File: src/swjag_pkg.sv
// shared types, constants and register indexes of the joint angle generator
package swjag_pkg;

   localparam int MAX_JOINTS = 64;
   localparam int IDX_W      = $clog2(MAX_JOINTS);
   localparam int CNT_W      = $clog2(MAX_JOINTS + 1);
   localparam int DIVD_W     = 22;
   localparam int DCNT_W     = 5;

   localparam logic [15:0] TAPER_BASE  = 16'd6554;
   localparam logic [15:0] TAPER_SPAN  = 16'd58982;
   localparam logic [15:0] SIN_C1      = 16'd25736;
   localparam logic [15:0] SIN_C2      = 16'd10512;
   localparam logic [15:0] SIN_C3      = 16'd1160;
   localparam logic [15:0] QUARTER     = 16'h4000;

   localparam logic [2:0] REG_OFFSET_EVEN = 3'd0;
   localparam logic [2:0] REG_OFFSET_ODD  = 3'd1;
   localparam logic [2:0] REG_AMP_EVEN    = 3'd2;
   localparam logic [2:0] REG_AMP_ODD     = 3'd3;
   localparam logic [2:0] REG_STEPS       = 3'd4;
   localparam logic [2:0] REG_RATE_EVEN   = 3'd5;
   localparam logic [2:0] REG_RATE_ODD    = 3'd6;
   localparam logic [2:0] REG_PHASE_SHIFT = 3'd7;

   typedef struct packed {
      logic load;
      logic adv;
      logic jstart;
      logic div_step;
      logic sx2;
      logic st1;
      logic st2;
      logic ss;
      logic ma;
      logic mb;
      logic fin;
      logic next;
   } cmd_type;

   typedef struct packed {
      logic n_zero;
      logic last;
   } status_type;

endpackage

File: src/swjag_ctrl.sv
// controller state machine sequencing ticks and joints
module swjag_ctrl import swjag_pkg::*; (
   input  logic       clock,
   input  logic       reset,
   input  logic       req_tvalid,
   output logic       req_tready,
   output logic       rsp_tvalid,
   input  logic       rsp_tready,
   input  status_type status,
   output cmd_type    cmd
);

   typedef enum logic [11:0] {
      ST_IDLE = 12'b000000000001,
      ST_ADV  = 12'b000000000010,
      ST_JST  = 12'b000000000100,
      ST_DIV  = 12'b000000001000,
      ST_SX2  = 12'b000000010000,
      ST_ST1  = 12'b000000100000,
      ST_ST2  = 12'b000001000000,
      ST_SS   = 12'b000010000000,
      ST_MA   = 12'b000100000000,
      ST_MB   = 12'b001000000000,
      ST_FIN  = 12'b010000000000,
      ST_OUT  = 12'b100000000000
   } state_type;

   state_type          state_ff, state_in;
   logic [DCNT_W-1:0]  cnt_ff, cnt_in;

   assign req_tready = (state_ff == ST_IDLE);
   assign rsp_tvalid = (state_ff == ST_OUT);

   always_comb begin
      state_in = state_ff;
      cnt_in   = cnt_ff;
      cmd      = '0;
      unique case (state_ff)
         ST_IDLE: begin
            if (req_tvalid) begin
               cmd.load = 1'b1;
               state_in = ST_ADV;
            end
         end
         ST_ADV: begin
            cmd.adv = 1'b1;
            if (status.n_zero) state_in = ST_IDLE;
            else state_in = ST_JST;
         end
         ST_JST: begin
            cmd.jstart = 1'b1;
            cnt_in     = DCNT_W'(DIVD_W - 1);
            state_in   = ST_DIV;
         end
         ST_DIV: begin
            cmd.div_step = 1'b1;
            cnt_in       = cnt_ff - 1'b1;
            if (cnt_ff == '0) state_in = ST_SX2;
         end
         ST_SX2: begin
            cmd.sx2  = 1'b1;
            state_in = ST_ST1;
         end
         ST_ST1: begin
            cmd.st1  = 1'b1;
            state_in = ST_ST2;
         end
         ST_ST2: begin
            cmd.st2  = 1'b1;
            state_in = ST_SS;
         end
         ST_SS: begin
            cmd.ss   = 1'b1;
            state_in = ST_MA;
         end
         ST_MA: begin
            cmd.ma   = 1'b1;
            state_in = ST_MB;
         end
         ST_MB: begin
            cmd.mb   = 1'b1;
            state_in = ST_FIN;
         end
         ST_FIN: begin
            cmd.fin  = 1'b1;
            state_in = ST_OUT;
         end
         ST_OUT: begin
            if (rsp_tready) begin
               if (status.last) state_in = ST_IDLE;
               else begin
                  cmd.next = 1'b1;
                  state_in = ST_JST;
               end
            end
         end
         default: state_in = ST_IDLE;
      endcase
   end

   always_ff @(posedge clock) begin
      if (reset) begin
         state_ff <= ST_IDLE;
         cnt_ff   <= '0;
      end else begin
         state_ff <= state_in;
         cnt_ff   <= cnt_in;
      end
   end

endmodule

File: config.mk
export PLATFORM = sky130hd
export DESIGN_NAME = swjag_ctrl
export DESIGN_NICKNAME = d
export VERILOG_FILES = /design/src/swjag_pkg.sv /design/src/swjag_ctrl.sv
export SDC_FILE = /design/constraint.sdc
export NUM_CORES = 1
export LEC_CHECK = 0
export ABC_AREA = 1
export BUFFER_PORTS_ARGS = -buffer_cell sky130_fd_sc_hd__buf_2
export CELL_PAD_IN_SITES_DETAIL_PLACEMENT = 0
export CELL_PAD_IN_SITES_GLOBAL_PLACEMENT = 2
export CORE_ASPECT_RATIO = 0.9
export CORE_MARGIN = 2
export CORE_UTILIZATION = 28
export DETAILED_ROUTE_END_ITERATION = 16
export PLACE_DENSITY = 0.87
export RECOVER_POWER = 100
export SYNTH_ARGS = -nofsm -noshare
export SYNTH_HDL_FRONTEND = slang
export SYNTH_SLANG_ARGS = --single-unit
File: constraint.sdc
create_clock -name clock -period 1.4 [get_ports clock]
set_input_delay 0.07 -clock clock [delete_from_list [all_inputs] [get_ports clock]]
set_output_delay 0.07 -clock clock [all_outputs]
set_load 0.05 [all_outputs]
==> run_results.csv, run 1 <==
group,metric,value,unit
timing,finalCritPeriodShare,1.07,
global_route,grt_usage,0.140,
critical_path,end_kind,"primary output",
floorplanning,die-height,61.3,um
floorplanning,fp-row-count,20,
timing,slew_headroom,0.772,
critical_path,reg2regPathDepth,12,
timing,hold_viol,0,
place,numPortBuffers,19,
yosys,syn-num-nets,165,
hold_path,min_path_type,"input port to register",
critical_path,path_class,"register to primary output",
floorplanning,ios,20,
clock_network,cts_tree,"yes",
detailed_routing,avgViaCountPerCell,4.37,
clock_network,clk_latency,0.25,ns
clock_network,clk_pin_slew_worst_paths,0.07,ns
timing,setup_ws,-0.0925,ns
clock_network,clock_sinks,17,
timing,finClkSkew,0.00530,ns
global_route,grt_pass1_vias,1047,
yosys,synth_seq_cells,17,
timing,max_freq,670,MHz
detailed_routing,routedWlPerCell,11.4,um
timing,fin_setup_tns,-0.935,ns
floorplanning,core,3430,um^2
yosys,synth.cell_area,1020,um^2
global_route,grt_pass1_wl,4440,um
flow_run,drv_cap,0,
clock_network,cts-root-buf,"clkbuf_8",
detailed_routing,first_pass_iters,4,
critical_path,critPathArrivalTime,1.42,ns
detailed_routing,vias,1096,
timing,rsz0062_at_grt,"true",
yosys,yosys.area_share.xor_xnor,0.0172,
yosys,synth_adder_area_share,0.0123,
power,peakVddDrop,0.799,mV
clock_network,numCtsBuffers,3,
yosys,muxShareOfSynthArea,0,
global_route,antenna_found_initial,0,
critical_path,timing.rr.end,"state_ff[2]",
yosys,syn_avg_cell_area,6.46,um^2
floorplanning,start_util,0.298,
clock_network,cts-hold-fix-buffers,0,
global_route,grt_max_degree,17,
floorplanning,fp.dieW,67.7,um
run_status,status,"finished, violations left",
timing,min_period,1.49,ns
yosys,ys_warn_count,0,
finish,area_delta_synth_final,74.3,%
yosys,synth_cell_types,26,
critical_path,critPathLaunch,"state_ff[5]",
finish,diodes,0,
critical_path,worstSetupEndpoint,"rsp_tvalid",
place,place_congestion,0.792,
detailed_routing,drt_wl_total,2860,um
global_route,gr-total-overflow,0,
timing,worst_pin_slew,0.342,ns
yosys,synth_seq_area_share,0.333,
critical_path,crit_fanout,5,
yosys,synth_top_family_by_area,"simple AND/OR/NAND/NOR gates",
critical_path,r2r_start,"state_ff[9]",
yosys,syn_inst,158,
power,power_density,743,nW/um^2
yosys,synth-simple-area-share,0.408,
timing,finalSetupViolCount,16,
critical_path,cp.required,1.33,ns
finish,final_nets,215,
power,power.leakage,0.861,nW
yosys,synth_compound_area_frac,0.0833,
critical_path,cp-start-kind,"register",
detailed_routing,drtIter0Drc,19,
run_status,failed_checks,"setup timing",
place,place_hpwl,1770,um
detailed_routing,drc_errors,0,
critical_path,r2r_setup_slack,-0.08,ns
finish,layout-drive-gt1-share,0.570,
floorplanning,dieArea,4150,um^2
clock_network,cts_buffer_depth,2,
clock_network,cts_max_level,1,
timing,drv_slew,0,
finish,final_core_util,0.519,
detailed_routing,ant_nets,0,
[sequential cells by signal, summed over array words and instances (netlist names)]
signal / cells
state_ff: 12
cnt_ff: 5
[synth_stat cells, drive strengths merged]
master  count  share of area
a221oi      1         0.0086
o22ai       1         0.0061
nor3        9          0.049
a21oi       5          0.025
clkbuf      2         0.0074
nor2       23           0.12
nand3       4          0.020
nand2      47           0.21
a211oi      1         0.0074
and3        1         0.0061
clkinv      2         0.0098
inv        35           0.13
or2         1         0.0061
xor2        1         0.0086
ha          1          0.012
o21ai       6          0.037
dfxtp      17           0.33
xnor2       1         0.0086
[cell families (layout without fill, tap and decap cells)]
family                   Yosys count  after routing
flip-flops                        17             17
XOR/XNOR                           2              2
buffers and inverters             39             88
AO/OA/AOI/OAI                     14             14
AND/OR/NAND/NOR                   85             85
adder cells (fa/ha/maj)            1              1
[cell type report]
type	instances	area (um^2)
Fill cell	342	1650
Multi-Input combinational cell	102	703
Tap cell	44	55.1
Inverter	37	161
Clock inverter	1	5.00
Timing Repair Buffer	47	460
Clock buffer	3	41.3
Sequential cell	17	353
[worst max-delay path, cell delays in order (launching register included)]
cell	delay [ns]
dfxtp_2	0.34
nor2_4	0.12
nand2_4	0.09
nor2_4	0.21
nand2_4	0.11
clkinv_4	0.07
buf_6	0.10
buf_8	0.13
[cells in the final DEF, fill, tap and decap left out, drive strengths merged, types with 2 or more instances in the layout]
cell      count
nand2        47
buf          47
inv          33
nor2         23
dfxtp        17
nor3          9
o21ai         6
a21oi         5
nand3         4
clkbuf        3
clkinv        3
clkinvlp      2
[through the flow]
step / worst slack (ns) / cells / cell area [um^2] / power, W / hold slack, ns
floorplan: -0.0582 / 158 / 1040 / 0.000733 / 0.242
global placement: -0.0407 / 229 / 1260 / 0.000794 / 0.364
detailed placement: -0.0204 / 229 / 1260 / 0.000795 / 0.365
CTS: -0.0905 / 241 / 1560 / 0.00125 / 0.0975
global route: -0.179 / 251 / 1780 / 0.00138 / 0.118
finish: -0.0925 / 251 / 1780 / 0.00132 / 0.0964
[report_power, final]
part	internal (W)	switching (W)	total (W)	leakage (nW)
sequential	0.000496	0.0000118	0.000507	0.142
clock	0.000198	0.000178	0.000376	0.0255
combinational	0.000178	0.000261	0.000439	0.694
[per-layer routing]
layer,wire length [um],vias to the layer above,share of wire,GRT usage
met4,23,0,0.0080,0.0175
met5,0,-,0,0
met1,1160,503,0.41,0.178
met2,1590,20,0.55,0.249
li1,-,569,-,-
met3,92,4,0.032,0.0329
[worst min path at each step]
stage,startpoint,end,slack [ns],cells past startpoint
after detailed placement,status[1],state_ff[2],0.37,4
after CTS,status[1],state_ff[2],0.1,4
after global placement,status[1],state_ff[2],0.36,4
final,status[1],state_ff[2],0.1,4
after floorplan,status[0],cmd[0],0.24,1
after global routing,status[1],state_ff[2],0.12,4
[repair_timing]
action,CTS,global route
endpoints found under the setup margin,16,24
resized for setup,58,54
buffers inserted,8,10
pin swaps,12,18
gates cloned,0,0
(Power assumes the default switching activity.)
==> inputs of run 2 (changes only) <==
--- a/config.mk
+++ b/config.mk
@@ -13,8 +13,9 @@
 export CORE_MARGIN = 2
 export CORE_UTILIZATION = 28
 export DETAILED_ROUTE_END_ITERATION = 16
-export PLACE_DENSITY = 0.87
+export PLACE_DENSITY_LB_ADDON = 0.1
 export RECOVER_POWER = 100
+export SLEW_MARGIN = 10
 export SYNTH_ARGS = -nofsm -noshare
 export SYNTH_HDL_FRONTEND = slang
 export SYNTH_SLANG_ARGS = --single-unit
==> run 2 against run 1 <==
Effect of this change: the run still ends with setup timing left; clock skew down 0.0011 ns; design area up 1.3%; first-iteration DRC count up 16%; power up 2.0%; global-route usage up 1.4 points; maximum frequency down 1.7%; die area unchanged; utilization up 0.66 points; sequential power up 2%; sequential cell count unchanged; critical path type unchanged; highest routed layer unchanged.
==> run_results.csv, run 2 (synthesis gave the netlist of run 1 again) <==
group,metric,value,unit
finish,reg_top3,"state_ff: 12 flops, cnt_ff: 5 flops",
global_route,grt_max_degree,17,
critical_path,critPathArrivalTime,1.45,ns
clock_network,cts-root-buf,"clkbuf_8",
hold_path,hold_path_depth,4,
run_status,status,"finished, violations left",
clock_network,cts_max_level,1,
finish,final_cell_mix,"nand2_1 (27), buf_4 (23), inv_1 (18)",
place,place_hpwl,1990,um
clock_network,clock_sinks,17,
power,power_frac_comb,0.341,
place,dp.cells,237,
clock_network,cts_tree,"yes",
detailed_routing,routedWlPerCell,11.6,um
flow_run,drv_cap,0,
clock_network,numCtsBuffers,3,
power,power.leakage,0.881,nW
global_route,grt_usage,0.154,
hold_path,min_path_type,"input port to register",
finish,layout-drive-gt1-share,0.584,
critical_path,r2r_start,"state_ff[9]",
finish,stdcell_count,253,
critical_path,critPathLaunch,"state_ff[9]",
critical_path,crit_fanout,5,
critical_path,reg2regPathDepth,12,
finish,largest_reg_flops,12,
timing,max_freq,659,MHz
global_route,gr-total-overflow,0,
detailed_routing,drc_errors,0,
floorplanning,core,3430,um^2
power,p_seq_frac,0.383,
critical_path,cpMaxStageDelayCell,"dfxtp_2",
floorplanning,fp-row-count,20,
timing,rsz0062_at_grt,"true",
floorplanning,dieArea,4150,um^2
run_status,failed_checks,"setup timing",
finish,final_common_cell,"nand2_1",
global_route,antenna_found_initial,0,
critical_path,cp-start-kind,"register",
critical_path,cp.required,1.33,ns
floorplanning,fp.dieW,67.7,um
global_route,grt_pass1_vias,1092,
finish,multi_input_area,698,um^2
timing,slew_headroom,0.764,
global_route,grt_pass1_wl,4670,um
place,numPortBuffers,19,
power,p_sw_frac,0.339,
place,place_congestion,0.780,
power,power_switching,0.000457,W
finish,final_nets,217,
clock_network,clk_pin_slew_worst_paths,0.07,ns
timing,finalSetupViolCount,12,
critical_path,max_stage_delay,0.33,ns
detailed_routing,drtIter0Drc,22,
finish,fillers,355,
floorplanning,die-height,61.3,um
critical_path,path_cells,"nor2_2 > nand2_2 > nor2_8 > nand2_4 > buf_6 > nor2_4 > buf_8",
power,peakVddDrop,0.390,mV
timing,hold_viol,0,
timing,worst_pin_slew,0.354,ns
place,postPlaceCellArea,1330,um^2
finish,area_delta_synth_final,76.5,%
floorplanning,ios,20,
hold_path,hold_start,"status[1]",
critical_path,path_class,"register to primary output",
timing,drv_slew,0,
finish,fin_area,1800,um^2
finish,diodes,0,
finish,top_register,"state_ff",
detailed_routing,ant_nets,0,
detailed_routing,first_pass_iters,4,
detailed_routing,drt_wl_total,2930,um
finish,seq_area,354,um^2
timing,finClkSkew,0.00419,ns
timing,finalCritPeriodShare,1.08,
clock_network,cts_buffer_depth,2,
detailed_routing,avgViaCountPerCell,4.30,
critical_path,end_kind,"primary output",
detailed_routing,vias,1087,
power,power_density,749,nW/um^2
timing,setup_ws,-0.118,ns
power,internal-power,0.000892,W
floorplanning,start_util,0.298,
clock_network,clk_latency,0.25,ns
power,clkPwrFrac,0.276,
timing,min_period,1.52,ns
## run 2: worst paths after layout
check	to	slack, ns
max	cmd[11]	-0.12
min	state_ff[2]	0.1
max reg2reg	state_ff[0]	-0.04
min reg2reg	cnt_ff[1]	0.47
## run 2: area by class of cell
class                           count  area share
Clock buffer                        3      0.0229
Clock inverter                      1     0.00278
Inverter                           37      0.0882
Multi-Input combinational cell    102       0.387
Sequential cell                    17       0.197
Tap cell                           44      0.0306
Timing Repair Buffer               49       0.272
## run 2: metal layers
layer  global-route usage  vias up  routed length [um]
li1                     -      574                   -
met1                0.193      502                1270
met2                0.268        9                1580
met3               0.0384        2                  65
met4               0.0350        0                  13
met5                    0        -                   0
## run 2: worst max-delay path: cells and delay by family, from the launching register on
family                 cells  cell delay, ns
and+or+nand+nor            5            0.58
DFF                        1            0.33
buffers and inverters      2            0.28
## run 2: what timing repair did
| item | CTS | global route |
|---|---|---|
| pin swaps | 11 | 11 |
| buffers inserted | 9 | 3 |
| setup endpoints to repair | 18 | 26 |
| gates resized for setup | 59 | 53 |
| hold buffers | 0 | 0 |
| gates cloned | 0 | 0 |
## run 2: metrics by stage
step	worst slack (ns)	utilization	hold slack, ns	TNS (ns)	power, W
6_report	-0.118	0.526	0.0975	-0.755	0.00135
5_1_grt	-0.207	0.526	0.124	-2.77	0.00143
4_1_cts	-0.136	0.471	0.0982	-0.892	0.00127
3_5_place_dp	-0.0641	0.388	0.379	-0.112	0.000851
3_3_place_gp	-0.0460	0.388	0.371	-0.0839	0.000848
2_1_floorplan	-0.0582	-	0.242	-0.125	0.000733
## run 2: power by group through the flow
| stage | Clock (W) | Sequential [W] | Combinational, W |
|---|---|---|---|
| final | 0.000372 | 0.000517 | 0.000461 |
| after global routing | 0.000420 | 0.000518 | 0.000494 |
| after CTS | 0.000392 | 0.000509 | 0.000372 |
| after detailed placement | 0 | 0.000516 | 0.000335 |
| after global placement | 0 | 0.000516 | 0.000332 |
| after floorplan | 0 | 0.000514 | 0.000219 |
==> inputs of run 3 (changes only) <==
--- a/config.mk
+++ b/config.mk
@@ -6,12 +6,13 @@
 export NUM_CORES = 1
 export LEC_CHECK = 0
 export ABC_AREA = 1
+export ABC_CLOCK_PERIOD_IN_PS = 1400
 export BUFFER_PORTS_ARGS = -buffer_cell sky130_fd_sc_hd__buf_2
 export CELL_PAD_IN_SITES_DETAIL_PLACEMENT = 0
-export CELL_PAD_IN_SITES_GLOBAL_PLACEMENT = 2
+export CELL_PAD_IN_SITES_GLOBAL_PLACEMENT = 1
 export CORE_ASPECT_RATIO = 0.9
 export CORE_MARGIN = 2
-export CORE_UTILIZATION = 28
+export CORE_UTILIZATION = 37
 export DETAILED_ROUTE_END_ITERATION = 16
 export PLACE_DENSITY_LB_ADDON = 0.1
 export RECOVER_POWER = 100
==> run 3 against run 2 <==
Effect of this change: combinational power down 7.2%; maximum frequency up 1.1%; design area down 5.0%; routed wire length down 8.0%; count of clock-buffer cells in the layout up 1; worst hold slack worse by 0.026 ns; critical endpoint is now cmd[8]; highest routed layer unchanged; sequential share of layout area up 1.0 points; the flow still finishes with violations (setup timing); utilization up 11 points; first-iteration DRC count up 100%.
==> run_results.csv, run 3 (synthesis gave the netlist of run 1 again) <==
group,metric,value,unit
clock_network,cts_tree,"yes",
timing,slew_headroom,0.763,
power,power.leakage,0.852,nW
floorplanning,die-height,53.8,um
run_status,failed_checks,"setup timing",
finish,multi_input_area,693,um^2
timing,drv_slew,0,
timing,finalSetupViolCount,15,
timing,min_period,1.50,ns
critical_path,path_buf_inv,3,
detailed_routing,ant_nets,0,
timing,finalCritPeriodShare,1.07,
clock_network,cts-hold-fix-buffers,0,
finish,final_cell_mix,"nand2_1 (25), buf_4 (22), inv_1 (20)",
critical_path,cp_top_family,"simple AND/OR/NAND/NOR gates",
clock_network,numCtsBuffers,3,
detailed_routing,drt_wl_total,2690,um
power,p_total,0.00120,W
critical_path,cpMaxStageDelayCell,"dfxtp_2",
detailed_routing,avgViaCountPerCell,4.64,
floorplanning,core,2680,um^2
global_route,antenna_found_initial,0,
detailed_routing,drc_errors,0,
place,postPlaceCellArea,1280,um^2
clock_network,clk_pin_slew_worst_paths,0.10,ns
finish,final_common_cell,"nand2_1",
place,place_congestion,0.755,
clock_network,cts_buffer_depth,2,
place,place_hpwl,1860,um
floorplanning,start_util,0.381,
timing,setup_ws,-0.102,ns
detailed_routing,drtIter0Drc,44,
finish,largest_reg_flops,12,
power,power_density,702,nW/um^2
place,dp.cells,220,
finish,area_delta_synth_final,67.6,%
critical_path,critPathArrivalTime,1.43,ns
finish,layout-drive-gt1-share,0.568,
detailed_routing,routedWlPerCell,11.4,um
critical_path,path_class,"register to primary output",
timing,fin_hold_ws,0.0716,ns
power,peakVddDrop,0.517,mV
finish,stdcell_count,236,
place,numPortBuffers,19,
timing,hold_viol,0,
finish,reg_top3,"state_ff: 12 flops, cnt_ff: 5 flops",
hold_path,min_path_type,"input port to register",
critical_path,crit_fanout,5,
run_status,status,"finished, violations left",
detailed_routing,first_pass_iters,4,
global_route,grt_pass1_wl,4090,um
timing,worst_pin_slew,0.355,ns
clock_network,cts-root-buf,"clkbuf_4",
floorplanning,fp.dieW,59.4,um
finish,fillers,239,
critical_path,end_kind,"primary output",
timing,finClkSkew,0.00111,ns
global_route,grt_pass1_vias,987,
floorplanning,fp-row-count,18,
finish,final_core_util,0.639,
critical_path,path_cells,"nor2_2 > nand2_2 > nor2_8 > buf_6 > nand2_4 > clkinv_4 > buf_8",
flow_run,drv_cap,0,
timing,rsz0062_at_grt,"true",
finish,diodes,0,
finish,top_register,"state_ff",
clock_network,clock_sinks,17,
clock_network,cts_max_level,1,
global_route,grt_usage,0.171,
floorplanning,ios,20,
critical_path,cp-start-kind,"register",
finish,seq_area,354,um^2
global_route,grt_max_degree,17,
clock_network,clk_latency,0.29,ns
global_route,gr-total-overflow,0,
critical_path,cp.required,1.33,ns
finish,fin_area,1710,um^2
critical_path,max_stage_delay,0.33,ns
timing,max_freq,666,MHz
floorplanning,dieArea,3200,um^2
detailed_routing,vias,1096,
finish,final_nets,214,
run 3: changes by cell type in the layout (fill, tap and decap cells not counted), moves of 2 or more:
cell / delta
clkbuf_4: +3
nand2_1: -2
nand2_4: +2
clkbuf_8: -3
buf_12: -2
inv_1: +2
inv_2: -2
run 3: path summary, 6_finish.rpt:
check	startpoint	endpoint	slack [ns]	cells after the start
setup / recovery	state_ff[8]	cmd[8]	-0.10	7
setup reg to reg	state_ff[8]	state_ff[2]	-0.07	11
hold reg to reg	cnt_ff[1]	cnt_ff[1]	0.47	2
hold / removal	status[1]	state_ff[2]	0.07	4
run 3: power breakdown:
group / internal, W / switching [W] / total [W]
registers: 0.000497 / 0.0000119 / 0.000509
logic: 0.000170 / 0.000258 / 0.000428
clock network: 0.000111 / 0.000153 / 0.000264
run 3: final cells by class:
cell class                      instances  share of cell area
Inverter                               37              0.0928
Multi-Input combinational cell        102               0.405
Timing Repair Buffer                   46               0.258
Sequential cell                        17               0.207
Tap cell                               30              0.0219
Clock buffer                            4              0.0154
run 3: metrics by stage:
stage | TNS (ns) | setup slack (ns)
finish | -0.934 | -0.102
global route | -2.93 | -0.185
CTS | -1.26 | -0.124
detailed placement | -0.128 | -0.0697
global placement | -0.142 | -0.0740
floorplan | -0.125 | -0.0582
run 3: worst reg2reg max path, delay by kind of cell, from the launching register on:
family          cells  cell delay, ns
flops               1            0.33
compound gates      1            0.09
simple gates        7            0.70
buf+inv             3            0.25
run 3: metal layers:
| metal | GRT usage | part of all wire | vias to the layer above |
|---|---|---|---|
| li1 | - | - | 569 |
| met1 | 0.211 | 0.43 | 508 |
| met2 | 0.300 | 0.52 | 17 |
| met3 | 0.0505 | 0.042 | 2 |
| met4 | 0.0227 | 0.0056 | 0 |
| met5 | 0 | 0 | - |
run 3: repair_timing:
| action | 4_1_cts | 5_1_grt |
|---|---|---|
| pin swaps | 6 | 12 |
| buffers inserted | 8 | 4 |
| endpoints found under the setup margin | 21 | 26 |
| resized for setup | 57 | 50 |
